$ cat config.mk
export PLATFORM = sky130hd
export DESIGN_NAME = humidity_sensor_pulse_frame_decoder_core
export DESIGN_NICKNAME = d
export VERILOG_FILES = /design/src/sv/hspf_pkg.sv /design/src/sv/hspf_cfg_regs.sv /design/src/sv/hspf_symbol_class.sv /design/src/sv/hspf_frame_acc.sv /design/src/sv/humidity_sensor_pulse_frame_decoder_core.sv
export SDC_FILE = /design/constraint.sdc
export NUM_CORES = 1
export LEC_CHECK = 0
export BUFFER_PORTS_ARGS = -buffer_cell sky130_fd_sc_hd__buf_2
export CORE_MARGIN = 5
export CORE_UTILIZATION = 30
export CTS_BUF_LIST = sky130_fd_sc_hd__clkbuf_16
export CTS_CLUSTER_SIZE = 12
export DETAILED_ROUTE_END_ITERATION = 8
export PLACE_DENSITY_LB_ADDON = 0.2
export SYNTH_ARGS = -nofsm -noshare
export SYNTH_HDL_FRONTEND = slang
export SYNTH_SLANG_ARGS = --single-unit
$ cat constraint.sdc
create_clock -name clk -period 7 [get_ports clk]
set_input_delay 1.4 -clock clk [delete_from_list [all_inputs] [get_ports clk]]
set_output_delay 1.4 -clock clk [all_outputs]
set_load 0.03 [all_outputs]
$ cat src/sv/hspf_pkg.sv
// hspf_pkg: shared types and constants for the humidity sensor pulse frame decoder
// no dependencies; used by every module of the decoder by scoped names

package hspf_pkg;

	localparam int DUR_W      = 15;
	localparam int CNT_W      = 6;
	localparam int FRAME_W    = 40;
	localparam int CFG_IDX_W  = 4;
	localparam int STATUS_W   = 2;
	localparam int WORD_W     = 16;
	localparam int BYTE_W     = 8;

	localparam logic [CNT_W-1:0] COUNT_MAX        = 6'd63;
	localparam logic [CNT_W-1:0] LAST_LEAD_SYMBOL = 6'd40;
	localparam logic [CNT_W-1:0] LAST_BIT_SYMBOL  = 6'd41;
	localparam logic [CNT_W-1:0] FIRST_BIT_SYMBOL = 6'd2;

	// register indexes
	localparam logic [CFG_IDX_W-1:0] REG_RESP_MIN = 4'd0;
	localparam logic [CFG_IDX_W-1:0] REG_RESP_MAX = 4'd1;
	localparam logic [CFG_IDX_W-1:0] REG_LEAD_MIN = 4'd2;
	localparam logic [CFG_IDX_W-1:0] REG_LEAD_MAX = 4'd3;
	localparam logic [CFG_IDX_W-1:0] REG_ZERO_MIN = 4'd4;
	localparam logic [CFG_IDX_W-1:0] REG_ZERO_MAX = 4'd5;
	localparam logic [CFG_IDX_W-1:0] REG_ONE_MIN  = 4'd6;
	localparam logic [CFG_IDX_W-1:0] REG_ONE_MAX  = 4'd7;

	// register reset values
	localparam logic [DUR_W-1:0] RESP_MIN_RST = 15'd75;
	localparam logic [DUR_W-1:0] RESP_MAX_RST = 15'd85;
	localparam logic [DUR_W-1:0] LEAD_MIN_RST = 15'd48;
	localparam logic [DUR_W-1:0] LEAD_MAX_RST = 15'd55;
	localparam logic [DUR_W-1:0] ZERO_MIN_RST = 15'd22;
	localparam logic [DUR_W-1:0] ZERO_MAX_RST = 15'd30;
	localparam logic [DUR_W-1:0] ONE_MIN_RST  = 15'd68;
	localparam logic [DUR_W-1:0] ONE_MAX_RST  = 15'd75;

	// result status codes
	localparam logic [STATUS_W-1:0] ST_OK        = 2'd0;
	localparam logic [STATUS_W-1:0] ST_BAD_START = 2'd1;
	localparam logic [STATUS_W-1:0] ST_BAD_BIT   = 2'd2;
	localparam logic [STATUS_W-1:0] ST_CHECKSUM  = 2'd3;

	typedef struct packed {
		logic [DUR_W-1:0] resp_min;
		logic [DUR_W-1:0] resp_max;
		logic [DUR_W-1:0] lead_min;
		logic [DUR_W-1:0] lead_max;
		logic [DUR_W-1:0] zero_min;
		logic [DUR_W-1:0] zero_max;
		logic [DUR_W-1:0] one_min;
		logic [DUR_W-1:0] one_max;
	} cfg_t;

	typedef struct packed {
		logic pre0_ok;   // symbol 0 preamble shape
		logic pre1_ok;   // symbol 1 preamble shape
		logic zero_hit;  // high phase in bit-zero window
		logic one_hit;   // high phase in bit-one window
		logic lead_ok;   // low lead phase well formed
	} sym_class_t;

endpackage

$ cat src/sv/hspf_cfg_regs.sv
// hspf_cfg_regs: timing window register file written through the plain write port
// depends on hspf_pkg

module hspf_cfg_regs (
	input  logic                           clk,
	input  logic                           arst_n,
	input  logic                           cfg_we,
	input  logic [hspf_pkg::CFG_IDX_W-1:0] cfg_index,
	input  logic [hspf_pkg::DUR_W-1:0]     cfg_data,
	output hspf_pkg::cfg_t                 cfg
);

	hspf_pkg::cfg_t cfg_q;

	always_ff @(posedge clk or negedge arst_n) begin
		if (!arst_n) begin
			cfg_q.resp_min <= hspf_pkg::RESP_MIN_RST;
			cfg_q.resp_max <= hspf_pkg::RESP_MAX_RST;
			cfg_q.lead_min <= hspf_pkg::LEAD_MIN_RST;
			cfg_q.lead_max <= hspf_pkg::LEAD_MAX_RST;
			cfg_q.zero_min <= hspf_pkg::ZERO_MIN_RST;
			cfg_q.zero_max <= hspf_pkg::ZERO_MAX_RST;
			cfg_q.one_min  <= hspf_pkg::ONE_MIN_RST;
			cfg_q.one_max  <= hspf_pkg::ONE_MAX_RST;
		end else if (cfg_we) begin
			case (cfg_index)
				hspf_pkg::REG_RESP_MIN: cfg_q.resp_min <= cfg_data;
				hspf_pkg::REG_RESP_MAX: cfg_q.resp_max <= cfg_data;
				hspf_pkg::REG_LEAD_MIN: cfg_q.lead_min <= cfg_data;
				hspf_pkg::REG_LEAD_MAX: cfg_q.lead_max <= cfg_data;
				hspf_pkg::REG_ZERO_MIN: cfg_q.zero_min <= cfg_data;
				hspf_pkg::REG_ZERO_MAX: cfg_q.zero_max <= cfg_data;
				hspf_pkg::REG_ONE_MIN:  cfg_q.one_min  <= cfg_data;
				hspf_pkg::REG_ONE_MAX:  cfg_q.one_max  <= cfg_data;
				default: ;  // unmapped index, write dropped
			endcase
		end
	end

	assign cfg = cfg_q;

endmodule

$ cat src/sv/hspf_symbol_class.sv
// hspf_symbol_class: window compares that classify one pulse-pair symbol
// depends on hspf_pkg

module hspf_symbol_class (
	input  hspf_pkg::cfg_t             cfg,
	input  logic                       level_first,
	input  logic [hspf_pkg::DUR_W-1:0] duration_first,
	input  logic                       level_second,
	input  logic [hspf_pkg::DUR_W-1:0] duration_second,
	output hspf_pkg::sym_class_t       cls
);

	logic resp_first;
	logic resp_second;
	logic lead_win;

	assign resp_first  = (duration_first >= cfg.resp_min) && (duration_first <= cfg.resp_max);
	assign resp_second = (duration_second >= cfg.resp_min) && (duration_second <= cfg.resp_max);
	assign lead_win    = (duration_second >= cfg.lead_min) && (duration_second <= cfg.lead_max);

	always_comb begin
		cls.pre0_ok  = level_first && !level_second && resp_second;
		cls.pre1_ok  = level_first && resp_first;
		cls.zero_hit = (duration_first >= cfg.zero_min) && (duration_first <= cfg.zero_max);
		cls.one_hit  = (duration_first >= cfg.one_min) && (duration_first <= cfg.one_max);
		cls.lead_ok  = !level_second && lead_win;
	end

endmodule

$ cat src/sv/hspf_frame_acc.sv
// hspf_frame_acc: capture state (count, bits, flags) and the registered result
// depends on hspf_pkg; takes the classification from hspf_symbol_class

module hspf_frame_acc #(
	parameter int FRAME_SYMBOLS = 42
) (
	input  logic                              clk,
	input  logic                              arst_n,
	input  logic                              step,        // symbol leaves the input stage
	input  logic                              last_symbol,
	input  hspf_pkg::sym_class_t              cls,
	input  logic                              out_ready,
	output logic                              out_valid,
	output logic [hspf_pkg::STATUS_W-1:0]     status,
	output logic [hspf_pkg::WORD_W-1:0]       humidity_raw,
	output logic [hspf_pkg::WORD_W-1:0]       temperature_raw,
	output logic [hspf_pkg::BYTE_W-1:0]       checksum_received
);

	localparam logic [hspf_pkg::CNT_W-1:0] FRAME_LEN = hspf_pkg::CNT_W'(FRAME_SYMBOLS);

	logic [hspf_pkg::CNT_W-1:0]   count_q;
	logic [hspf_pkg::FRAME_W-1:0] bits_q;
	logic                         start_ok_q;
	logic                         bit_err_q;

	logic [hspf_pkg::CNT_W-1:0]   count_d;
	logic [hspf_pkg::FRAME_W-1:0] bits_d;
	logic                         start_ok_d;
	logic                         bit_err_d;
	logic                         hi_en;
	logic                         lead_en;
	logic [hspf_pkg::WORD_W-1:0]  hum;
	logic [hspf_pkg::WORD_W-1:0]  tmp;
	logic [hspf_pkg::BYTE_W-1:0]  cs;
	logic [hspf_pkg::BYTE_W-1:0]  sum;
	logic [hspf_pkg::STATUS_W-1:0] status_d;

	logic                          out_valid_q;
	logic [hspf_pkg::STATUS_W-1:0] status_q;
	logic [hspf_pkg::WORD_W-1:0]   hum_q;
	logic [hspf_pkg::WORD_W-1:0]   tmp_q;
	logic [hspf_pkg::BYTE_W-1:0]   cs_q;

	assign hi_en   = (count_q >= hspf_pkg::FIRST_BIT_SYMBOL) &&
	                 (count_q <= hspf_pkg::LAST_BIT_SYMBOL);
	assign lead_en = (count_q != '0) && (count_q <= hspf_pkg::LAST_LEAD_SYMBOL);

	always_comb begin
		if (count_q == '0) begin
			start_ok_d = cls.pre0_ok;
		end else if (count_q == hspf_pkg::CNT_W'(1)) begin
			start_ok_d = start_ok_q && cls.pre1_ok;
		end else begin
			start_ok_d = start_ok_q;
		end
		// bit zero wins where the two windows overlap; a miss shifts in a zero
		bits_d    = hi_en ? {bits_q[hspf_pkg::FRAME_W-2:0], !cls.zero_hit && cls.one_hit}
		                  : bits_q;
		bit_err_d = bit_err_q || (hi_en && !cls.zero_hit && !cls.one_hit) ||
		            (lead_en && !cls.lead_ok);
		count_d   = (count_q == hspf_pkg::COUNT_MAX) ? count_q : count_q + 1'b1;
	end

	assign hum = bits_d[39:24];
	assign tmp = bits_d[23:8];
	assign cs  = bits_d[7:0];
	assign sum = hum[15:8] + hum[7:0] + tmp[15:8] + tmp[7:0];

	always_comb begin
		if (!start_ok_d || (count_d < FRAME_LEN)) begin
			status_d = hspf_pkg::ST_BAD_START;
		end else if (bit_err_d) begin
			status_d = hspf_pkg::ST_BAD_BIT;
		end else if (sum == cs) begin
			status_d = hspf_pkg::ST_OK;
		end else begin
			status_d = hspf_pkg::ST_CHECKSUM;
		end
	end

	always_ff @(posedge clk or negedge arst_n) begin
		if (!arst_n) begin
			count_q    <= '0;
			bits_q     <= '0;
			start_ok_q <= 1'b0;
			bit_err_q  <= 1'b0;
		end else if (step) begin
			if (last_symbol) begin
				count_q    <= '0;
				bits_q     <= '0;
				start_ok_q <= 1'b0;
				bit_err_q  <= 1'b0;
			end else begin
				count_q    <= count_d;
				bits_q     <= bits_d;
				start_ok_q <= start_ok_d;
				bit_err_q  <= bit_err_d;
			end
		end
	end

	always_ff @(posedge clk or negedge arst_n) begin
		if (!arst_n) begin
			out_valid_q <= 1'b0;
		end else if (step && last_symbol) begin
			out_valid_q <= 1'b1;
		end else if (out_ready) begin
			out_valid_q <= 1'b0;
		end
	end

	// frames with a bad start or a bad bit report zero words; a checksum failure keeps them
	always_ff @(posedge clk) begin
		if (step && last_symbol) begin
			status_q <= status_d;
			if ((status_d == hspf_pkg::ST_BAD_START) || (status_d == hspf_pkg::ST_BAD_BIT)) begin
				hum_q <= '0;
				tmp_q <= '0;
				cs_q  <= '0;
			end else begin
				hum_q <= hum;
				tmp_q <= tmp;
				cs_q  <= cs;
			end
		end
	end

	assign out_valid         = out_valid_q;
	assign status            = status_q;
	assign humidity_raw      = hum_q;
	assign temperature_raw   = tmp_q;
	assign checksum_received = cs_q;

endmodule

$ cat src/sv/humidity_sensor_pulse_frame_decoder_core.sv
// humidity_sensor_pulse_frame_decoder_core: input register, symbol classifier and
// frame accumulator with a registered result, taken when the last symbol leaves the
// input register. Throughput: one symbol per cycle; a last symbol waits in the input
// register only while a previous result is still held by the output register. Reset
// (arst_n low, asynchronous) clears the capture state and both valid flags and loads
// the window registers with their defaults. Depends on hspf_pkg and submodules.

module humidity_sensor_pulse_frame_decoder_core #(
	parameter int FRAME_SYMBOLS = 42
) (
	input  logic                              clk,
	input  logic                              arst_n,
	input  logic                              cfg_we,
	input  logic [hspf_pkg::CFG_IDX_W-1:0]    cfg_index,
	input  logic [hspf_pkg::DUR_W-1:0]        cfg_data,
	input  logic                              in_valid,
	output logic                              in_ready,
	input  logic                              level_first,
	input  logic [hspf_pkg::DUR_W-1:0]        duration_first,
	input  logic                              level_second,
	input  logic [hspf_pkg::DUR_W-1:0]        duration_second,
	input  logic                              last_symbol,
	output logic                              out_valid,
	input  logic                              out_ready,
	output logic [hspf_pkg::STATUS_W-1:0]     status,
	output logic [hspf_pkg::WORD_W-1:0]       humidity_raw,
	output logic [hspf_pkg::WORD_W-1:0]       temperature_raw,
	output logic [hspf_pkg::BYTE_W-1:0]       checksum_received
);

	hspf_pkg::cfg_t       cfg;
	hspf_pkg::sym_class_t cls;

	logic                       valid_s1;
	logic                       level_first_s1;
	logic [hspf_pkg::DUR_W-1:0] duration_first_s1;
	logic                       level_second_s1;
	logic [hspf_pkg::DUR_W-1:0] duration_second_s1;
	logic                       last_s1;
	logic                       step;
	logic                       in_xfer;

	// a last symbol needs a free result slot, any other symbol moves on at once
	assign step     = valid_s1 && (!last_s1 || !out_valid || out_ready);
	assign in_ready = !valid_s1 || step;
	assign in_xfer  = in_valid && in_ready;

	always_ff @(posedge clk or negedge arst_n) begin
		if (!arst_n) begin
			valid_s1 <= 1'b0;
		end else if (in_xfer) begin
			valid_s1 <= 1'b1;
		end else if (step) begin
			valid_s1 <= 1'b0;
		end
	end

	always_ff @(posedge clk) begin
		if (in_xfer) begin
			level_first_s1     <= level_first;
			duration_first_s1  <= duration_first;
			level_second_s1    <= level_second;
			duration_second_s1 <= duration_second;
			last_s1            <= last_symbol;
		end
	end

	hspf_cfg_regs u_cfg (
		.clk       (clk),
		.arst_n    (arst_n),
		.cfg_we    (cfg_we),
		.cfg_index (cfg_index),
		.cfg_data  (cfg_data),
		.cfg       (cfg)
	);

	hspf_symbol_class u_class (
		.cfg             (cfg),
		.level_first     (level_first_s1),
		.duration_first  (duration_first_s1),
		.level_second    (level_second_s1),
		.duration_second (duration_second_s1),
		.cls             (cls)
	);

	hspf_frame_acc #(
		.FRAME_SYMBOLS (FRAME_SYMBOLS)
	) u_frame (
		.clk               (clk),
		.arst_n            (arst_n),
		.step              (step),
		.last_symbol       (last_s1),
		.cls               (cls),
		.out_ready         (out_ready),
		.out_valid         (out_valid),
		.status            (status),
		.humidity_raw      (humidity_raw),
		.temperature_raw   (temperature_raw),
		.checksum_received (checksum_received)
	);

endmodule

==> results.sh, run 1 <==
export IMPL_outcome="finished clean"
export IMPL_io_buffers=100
export IMPL_fin_crit_ps=5810
export IMPL_path_class="reg -> reg"
export IMPL_drc=0
export IMPL_tns_ps=0
export IMPL_r2r_end="u_frame.status[1]$_DFFE_PP_"
export IMPL_yosysMostFrequentCell="ha_1"
export IMPL_post_drt_via_cell_ratio=4.84
export IMPL_ff2ff_setup_slack_ps=1190
export IMPL_drt_antenna_violating_nets=0
export IMPL_p_leak_uw=0.00734
export IMPL_finalNetCount=1648
export IMPL_ys_flop_type="dfrtp_1"
export IMPL_critPathMaxStageDelay_ps=1000
export IMPL_p_sw_uw=1490
export IMPL_synth_common_cells="165 x ha_1, 142 x dfrtp_1, 142 x inv_1"
export IMPL_initial_utilization_pct=30.2
export IMPL_seq_power_share_pct=38.5
export IMPL_fmax_ghz=0.172
export IMPL_cts_htree_levels=1
export IMPL_clkLatencyLatePin_ps=570
export IMPL_critPathLaunch="u_frame.count_q[1]$_DFFE_PN0P_"
export IMPL_rows=79
export IMPL_syn_inst=1322
export IMPL_cts_resized=0
export IMPL_end_kind="register"
export IMPL_grt_pass1_wl_mm=58.1
export IMPL_relSlewSlack_pct=25.0
export IMPL_finalHoldViolCount=0
export IMPL_synthTopCellsByArea="dfrtp_1 25%, edfxtp_1 16%, ha_1 15%"
export IMPL_cts_tree="done"
export IMPL_globalplace_congestion=0.820
export IMPL_pwr_share_comb_pct=26.2
export IMPL_tightest_slew_ps=1120
export IMPL_area_growth_pct=16.0
export IMPL_avgSynthCellArea_sq_um=10.6
export IMPL_power_density_mw_per_mm2=291
export IMPL_antenna_found_initial=1
export IMPL_dr_pass1_iters=5
export IMPL_setup_violations_final=0
export IMPL_chipHeight_um=226
export IMPL_num_vias=9902
export IMPL_ys_ff_latch=245
export IMPL_slew_violations=0
export IMPL_syn_area_sq_mm=0.0140
export IMPL_period_share_pct=83.0
export IMPL_core_area_sq_mm=0.0464
export IMPL_hp_class="reg -> reg"
export IMPL_drt_iter0_drc=445
export IMPL_min_delay_start="u_cfg.cfg[110]$_DFFE_PN0P_"
export IMPL_worst_ep_required_time_ps=7300
export IMPL_rsz0062_at_grt="no"
export IMPL_ys_types=64
export IMPL_drv_cap=0
export IMPL_cp_endpoint="u_frame.status[1]$_DFFE_PP_"
export IMPL_clk_pin_slew_ps=60
export IMPL_path_common_cell="inv_1"
export IMPL_overflow=0
export IMPL_start_kind="register"
export IMPL_io_pins=101
export IMPL_clockBufferDepth=3
export IMPL_crit_chain="inv_1, ha_1, o21bai_1, a311oi_4, buf_4, mux2i_1, inv_1, ha_1, fa_1, inv_1, fa_1, xnor2_1, xnor2_1, nand3_1, or3_1, a32o_1, nor4_2, a31oi_1"
export IMPL_clock_root_buffer="clkbuf_16"
export IMPL_die_area_sq_mm=0.0510
export IMPL_yosysSeqAreaShare_pct=46.8
export IMPL_worstPathArrival_ps=6110
export IMPL_p_int_uw=3240
export IMPL_drt_wl_total_mm=36.6
export IMPL_dp_hpwl_mm=26.8
export IMPL_switching_share_pct=31.4
export IMPL_critPathSlowestCell="a311oi_4"
export IMPL_pwr_share_clk_pct=35.3
export IMPL_fin_worst_skew_ps=17.1
export IMPL_r2r_start="u_frame.count_q[1]$_DFFE_PN0P_"
export IMPL_grt_util_all_layers_pct=14.4
export IMPL_postCtsSetupBuffers=0
export IMPL_grt_max_degree=82
export IMPL_worstRegToRegCells=18
export IMPL_synth_fp_nets=1555
export IMPL_synthDominantCellAreaShare_pct=25.4
export IMPL_grt_pass1_vias=10169
export IMPL_cts_sinks=245
export IMPL_cts_made_buffers=31
export IMPL_synth_largest_area_cell="dfrtp_1"
export IMPL_routedWlPerCell_um=17.9
export IMPL_die_w_um=226
export IMPL_ir_worst_vdd_uv=155
export IMPL_cts_hold_buffers_added=0
export IMPL_synth_edf_count=75
export IMPL_ys_warn_count=0
export IMPL_crit_fanout=18
export IMPL_final_layout_size_suffix_gt1_share_pct=18.1
export IMPL_async_flop_share_pct=69.4
export IMPL_p_total_uw=4730
-- worst max-delay path, delay by kind of cell, from the launching register on --
kind	cells	cell delay (ps)
AOI/OAI and AO/OA	4	1520
adders and majority gates	4	1480
buffers and inverters	4	720
and+or+nand+nor	3	610
DFF	1	450
xor gates and xnor gates	2	450
muxes	1	310
-- layer usage --
layer  global-route usage (%)  up-vias  wire, um
li1                         -     4861         -
met1                     21.2     4827     18200
met2                     22.5      169     16400
met3                     1.95       45      1390
met4                     3.53        0       626
met5                        0        -         0
-- power by group through the flow --
stage | Clock (uW) | Combinational [uW] | Sequential (uW)
3_3_place_gp | 0 | 1220 | 1840
5_1_grt | 1790 | 1420 | 1840
6_report | 1670 | 1240 | 1820
4_1_cts | 1720 | 1250 | 1820
2_1_floorplan | 0 | 917 | 1820
3_5_place_dp | 0 | 1250 | 1850
-- registers in the layout, summed over array words and instances (netlist names) --
register / cells
level_first_s1: 1
u_frame.out_valid: 1
u_cfg.cfg: 120
u_frame.start_ok_q: 1
u_frame.temperature_raw: 16
u_frame.status: 2
u_frame.bits_q: 40
u_frame.count_q: 6
duration_first_s1: 15
u_frame.humidity_raw: 16
duration_second_s1: 15
u_frame.bit_err_q: 1
level_second_s1: 1
valid_s1: 1
last_s1: 1
u_frame.checksum_received: 8
-- through the flow --
stage	utilization (%)	setup slack, ps	cell area [sq um]	std cells	hold slack [ps]
6_report	35.0	1190	16200	2047	506
2_1_floorplan	-	1730	14000	1322	450
5_1_grt	35.0	808	16200	2047	511
3_3_place_gp	32.7	1280	15200	1989	487
3_5_place_dp	32.7	1170	15200	1989	493
4_1_cts	35.0	1170	16200	2046	507
-- final cells by class --
type                    instances  area (sq um)
inverters                     142           533
clock inverters                24           245
repair buffers                110           582
multi-input cells             885          6740
well taps                     607           759
fillers                      4601         30100
diodes                          1          2.50
flip-flops and latches        245          6540
clock buffers                  33           826
-- logic make-up (layout without fill, tap and decap cells) --
group | Yosys count | in the layout | share of synthesized area [%]
adders and majority gates | 176 | 176 | 16.3
and+or+nand+nor | 306 | 306 | 10.1
xor gates and xnor gates | 29 | 29 | 1.82
muxes | 93 | 93 | 7.23
buffers and inverters | 192 | 309 | 5.30
other | 0 | 1 | 0
AOI/OAI and AO/OA | 281 | 281 | 12.4
DFF | 245 | 245 | 46.8
-- worst min path at each step --
| stage | to | slack, ps | depth (start not counted) |
|---|---|---|---|
| after floorplan | u_frame.start_ok_q$_DFFE_PN0P_ | 450 | 2 |
| after global placement | u_cfg.cfg[116]$_DFFE_PN0P_ | 490 | 1 |
| after detailed placement | u_cfg.cfg[101]$_DFFE_PN0P_ | 490 | 1 |
| after CTS | u_cfg.cfg[101]$_DFFE_PN0P_ | 510 | 1 |
| after global routing | u_cfg.cfg[101]$_DFFE_PN0P_ | 510 | 1 |
| final | u_cfg.cfg[110]$_DFFE_PN0P_ | 510 | 1 |
-- cells in the final DEF (no fill, tap or decap), types with 11 or more instances in the layout --
| cell | count |
|---|---|
| nand4_1 | 25 |
| dfstp_2 | 28 |
| nand3_1 | 20 |
| fa_1 | 11 |
| xnor2_1 | 18 |
| mux2i_1 | 29 |
| o21ai_0 | 101 |
| a21o_1 | 19 |
| inv_1 | 149 |
| nand2_1 | 140 |
| buf_2 | 99 |
| nand2b_1 | 11 |
| edfxtp_1 | 75 |
| a22o_1 | 17 |
| dfrtp_1 | 142 |
| nor2_1 | 60 |
| a21oi_1 | 71 |
| ha_1 | 165 |
| mux2_2 | 64 |
| clkbuf_16 | 33 |
| xor2_1 | 11 |
Note: power is estimated with default switching activity, not from simulation.
==> run 2, diff against run 1 <==
Clock period 7 ns to 5 ns, I/O delays scaled along.
==> run 2 against run 1 <==
- design area increased by 1.6%
- global-route usage about the same
- worst hold slack got worse by 17 ps
- sequential cell count did not move
- largest power group unchanged
- sequential share of layout area down 0.61 points
- final cell count grew 1.3%
- critical path depth up 2
- fmax increased by 19%
- highest routed layer unchanged
- clock skew decreased by 3.9 ps
- setup slack worse by 1100 ps
- combinational power up 54%
==> results.sh, run 2 (synthesized netlist as in run 1, its figures left out) <==
export IMPL_outcome="finished clean"
export IMPL_io_buffers=100
export IMPL_critPathMaxStageDelay_ps=520
export IMPL_stdcell_area_sq_mm=0.0165
export IMPL_ff2ff_setup_slack_ps=120
export IMPL_p_int_uw=4460
export IMPL_critPathSlowestCell="or4_4"
export IMPL_diodes=0
export IMPL_grt_util_all_layers_pct=14.4
export IMPL_crit_chain="or4_4, nor3_4, a311oi_4, buf_12, mux2i_4, inv_1, ha_2, a311oi_2, fa_1, inv_1, ha_2, inv_2, fa_2, xnor2_2, xnor2_1, nand3_1, or3_1, a32o_2, nor4_4, a31oi_1"
export IMPL_globalplace_congestion=0.805
export IMPL_grt_pass1_wl_mm=57.9
export IMPL_antenna_found_initial=0
export IMPL_wl_met1_mm=18.7
export IMPL_cts_sinks=245
export IMPL_place_area_sq_mm=0.0153
export IMPL_dp_hpwl_mm=27.0
export IMPL_area_growth_pct=17.8
export IMPL_path_class="reg -> reg"
export IMPL_worstPathArrival_ps=5180
export IMPL_top_layer="met4"
export IMPL_seq_power_share_pct=38.4
export IMPL_crit_fanout=7
export IMPL_hp_class="in -> async"
export IMPL_drt_antenna_violating_nets=0
export IMPL_rsz0062_at_grt="yes"
export IMPL_drt_iter0_drc=416
export IMPL_p_leak_uw=0.00745
export IMPL_finalNetCount=1675
export IMPL_rows=79
export IMPL_die_w_um=226
export IMPL_placed_cells=2008
export IMPL_layoutNonFillerInstCount=2074
export IMPL_initial_utilization_pct=30.2
export IMPL_power_density_mw_per_mm2=400
export IMPL_dr_pass1_iters=5
export IMPL_wl_met2_mm=16.9
export IMPL_final_cell_mix="161 x ha_1, 149 x inv_1, 141 x dfrtp_1"
export IMPL_post_drt_via_cell_ratio=4.80
export IMPL_drt_wl_total_mm=37.2
export IMPL_tightest_slew_ps=1190
export IMPL_tns_ps=0
export IMPL_fin_crit_ps=4880
export IMPL_fin_worst_skew_ps=13.2
export IMPL_overflow=0
export IMPL_slew_violations=0
export IMPL_finalHoldViolCount=0
export IMPL_worst_ep_required_time_ps=5310
export IMPL_worstRegToRegCells=20
export IMPL_core_area_sq_mm=0.0464
export IMPL_relSlewSlack_pct=20.3
export IMPL_num_vias=9948
export IMPL_switching_share_pct=32.3
export IMPL_final_common_cell="ha_1"
export IMPL_setup_violations_final=0
export IMPL_final_layout_size_suffix_gt1_share_pct=20.7
export IMPL_cts_htree_levels=1
export IMPL_routedWlPerCell_um=18.0
export IMPL_cts_hold_buffers_added=0
export IMPL_drc=0
export IMPL_cts_made_buffers=31
export IMPL_fmax_ghz=0.205
export IMPL_die_area_sq_mm=0.0510
export IMPL_period_share_pct=97.5
export IMPL_wl_met3_mm=1.08
export IMPL_end_kind="register"
export IMPL_p_total_uw=6600
export IMPL_cts_tree="done"
export IMPL_drv_cap=0
export IMPL_grt_max_degree=89
export IMPL_pwr_share_comb_pct=28.9
export IMPL_clk_pin_slew_ps=60
export IMPL_grt_pass1_vias=10119
export IMPL_start_kind="register"
export IMPL_pwr_share_clk_pct=32.7
export IMPL_clockBufferDepth=3
export IMPL_final_util_pct=35.5
export IMPL_ir_worst_vdd_uv=207
export IMPL_p_sw_uw=2130
export IMPL_chipHeight_um=226
export IMPL_largest_reg_flops=120
export IMPL_clock_root_buffer="clkbuf_16"
export IMPL_clkLatencyLatePin_ps=570
export IMPL_io_pins=101
-- run 2: changes by cell type in the layout (fill, tap and decap cells not counted), moves of 2 or more --
| cell | before | now |
|---|---|---|
| buf_4 | 10 | 34 |
| bufinv_16 | 5 | 2 |
| buf_12 | 0 | 3 |
| mux2i_1 | 29 | 23 |
| mux2i_4 | 0 | 3 |
| inv_4 | 0 | 2 |
| ha_2 | 0 | 3 |
| mux2i_2 | 0 | 3 |
| inv_2 | 0 | 3 |
| ha_1 | 165 | 161 |
-- run 2: worst max-delay path, delay by kind of cell, from the launching register on --
family                   cells  cell delay [ps]
buffers and inverters        4              360
XOR/XNOR                     2              330
flip-flops                   1              450
AND/OR/NAND/NOR              5             1450
adder cells (fa/ha/maj)      4             1170
AO/OA/AOI/OAI                4              700
multiplexers                 1              170
-- run 2: layout make-up --
cell class / count / area (sq um)
Tap cell: 607 / 759
Multi-Input combinational cell: 885 / 6850
Clock buffer: 32 / 801
Timing Repair Buffer: 137 / 822
Sequential cell: 245 / 6540
Fill cell: 4673 / 29900
Clock inverter: 26 / 174
Inverter: 142 / 533
-- run 2: final timing paths --
check                                                     from                             end
worst min register to register  u_frame.start_ok_q$_DFFE_PN0P_  u_frame.start_ok_q$_DFFE_PN0P_
min in group clk                u_frame.start_ok_q$_DFFE_PN0P_  u_frame.start_ok_q$_DFFE_PN0P_
max in group asynchronous                               arst_n  u_frame.count_q[4]$_DFFE_PN0P_
worst max-delay path            u_frame.count_q[4]$_DFFE_PN0P_     u_frame.status[1]$_DFFE_PP_
worst min-delay path                                    arst_n       u_cfg.cfg[77]$_DFFE_PN0P_
worst max register to register  u_frame.count_q[4]$_DFFE_PN0P_     u_frame.status[1]$_DFFE_PP_
-- run 2: metrics by stage --
step | setup WS, ps | hold slack, ps
2_1_floorplan | 22.3 | 450
3_3_place_gp | 55.2 | 487
3_5_place_dp | -5.18 | 486
4_1_cts | 23.3 | 501
5_1_grt | -67.1 | 510
6_report | 123 | 489
-- run 2: power by group through the flow --
stage          Combinational, uW  Sequential (uW)  Clock (uW)
6_report                    1910             2530        2150
5_1_grt                     2170             2570        2310
4_1_cts                     1880             2540        2220
3_5_place_dp                1830             2570           0
3_3_place_gp                1790             2570           0
2_1_floorplan               1290             2540           0
-- run 2: metal layers --
metal | up-vias | global-route usage, %
met3 | 38 | 1.90
met4 | 0 | 3.10
met1 | 4873 | 21.0
met2 | 124 | 23.0
li1 | 4913 | -
met5 | - | 0
-- run 2: repair_timing --
item,CTS,global route
setup endpoints to repair,2,2
pin swaps,1,7
gates resized for setup,1,21
setup buffers,2,6
cloned,0,0
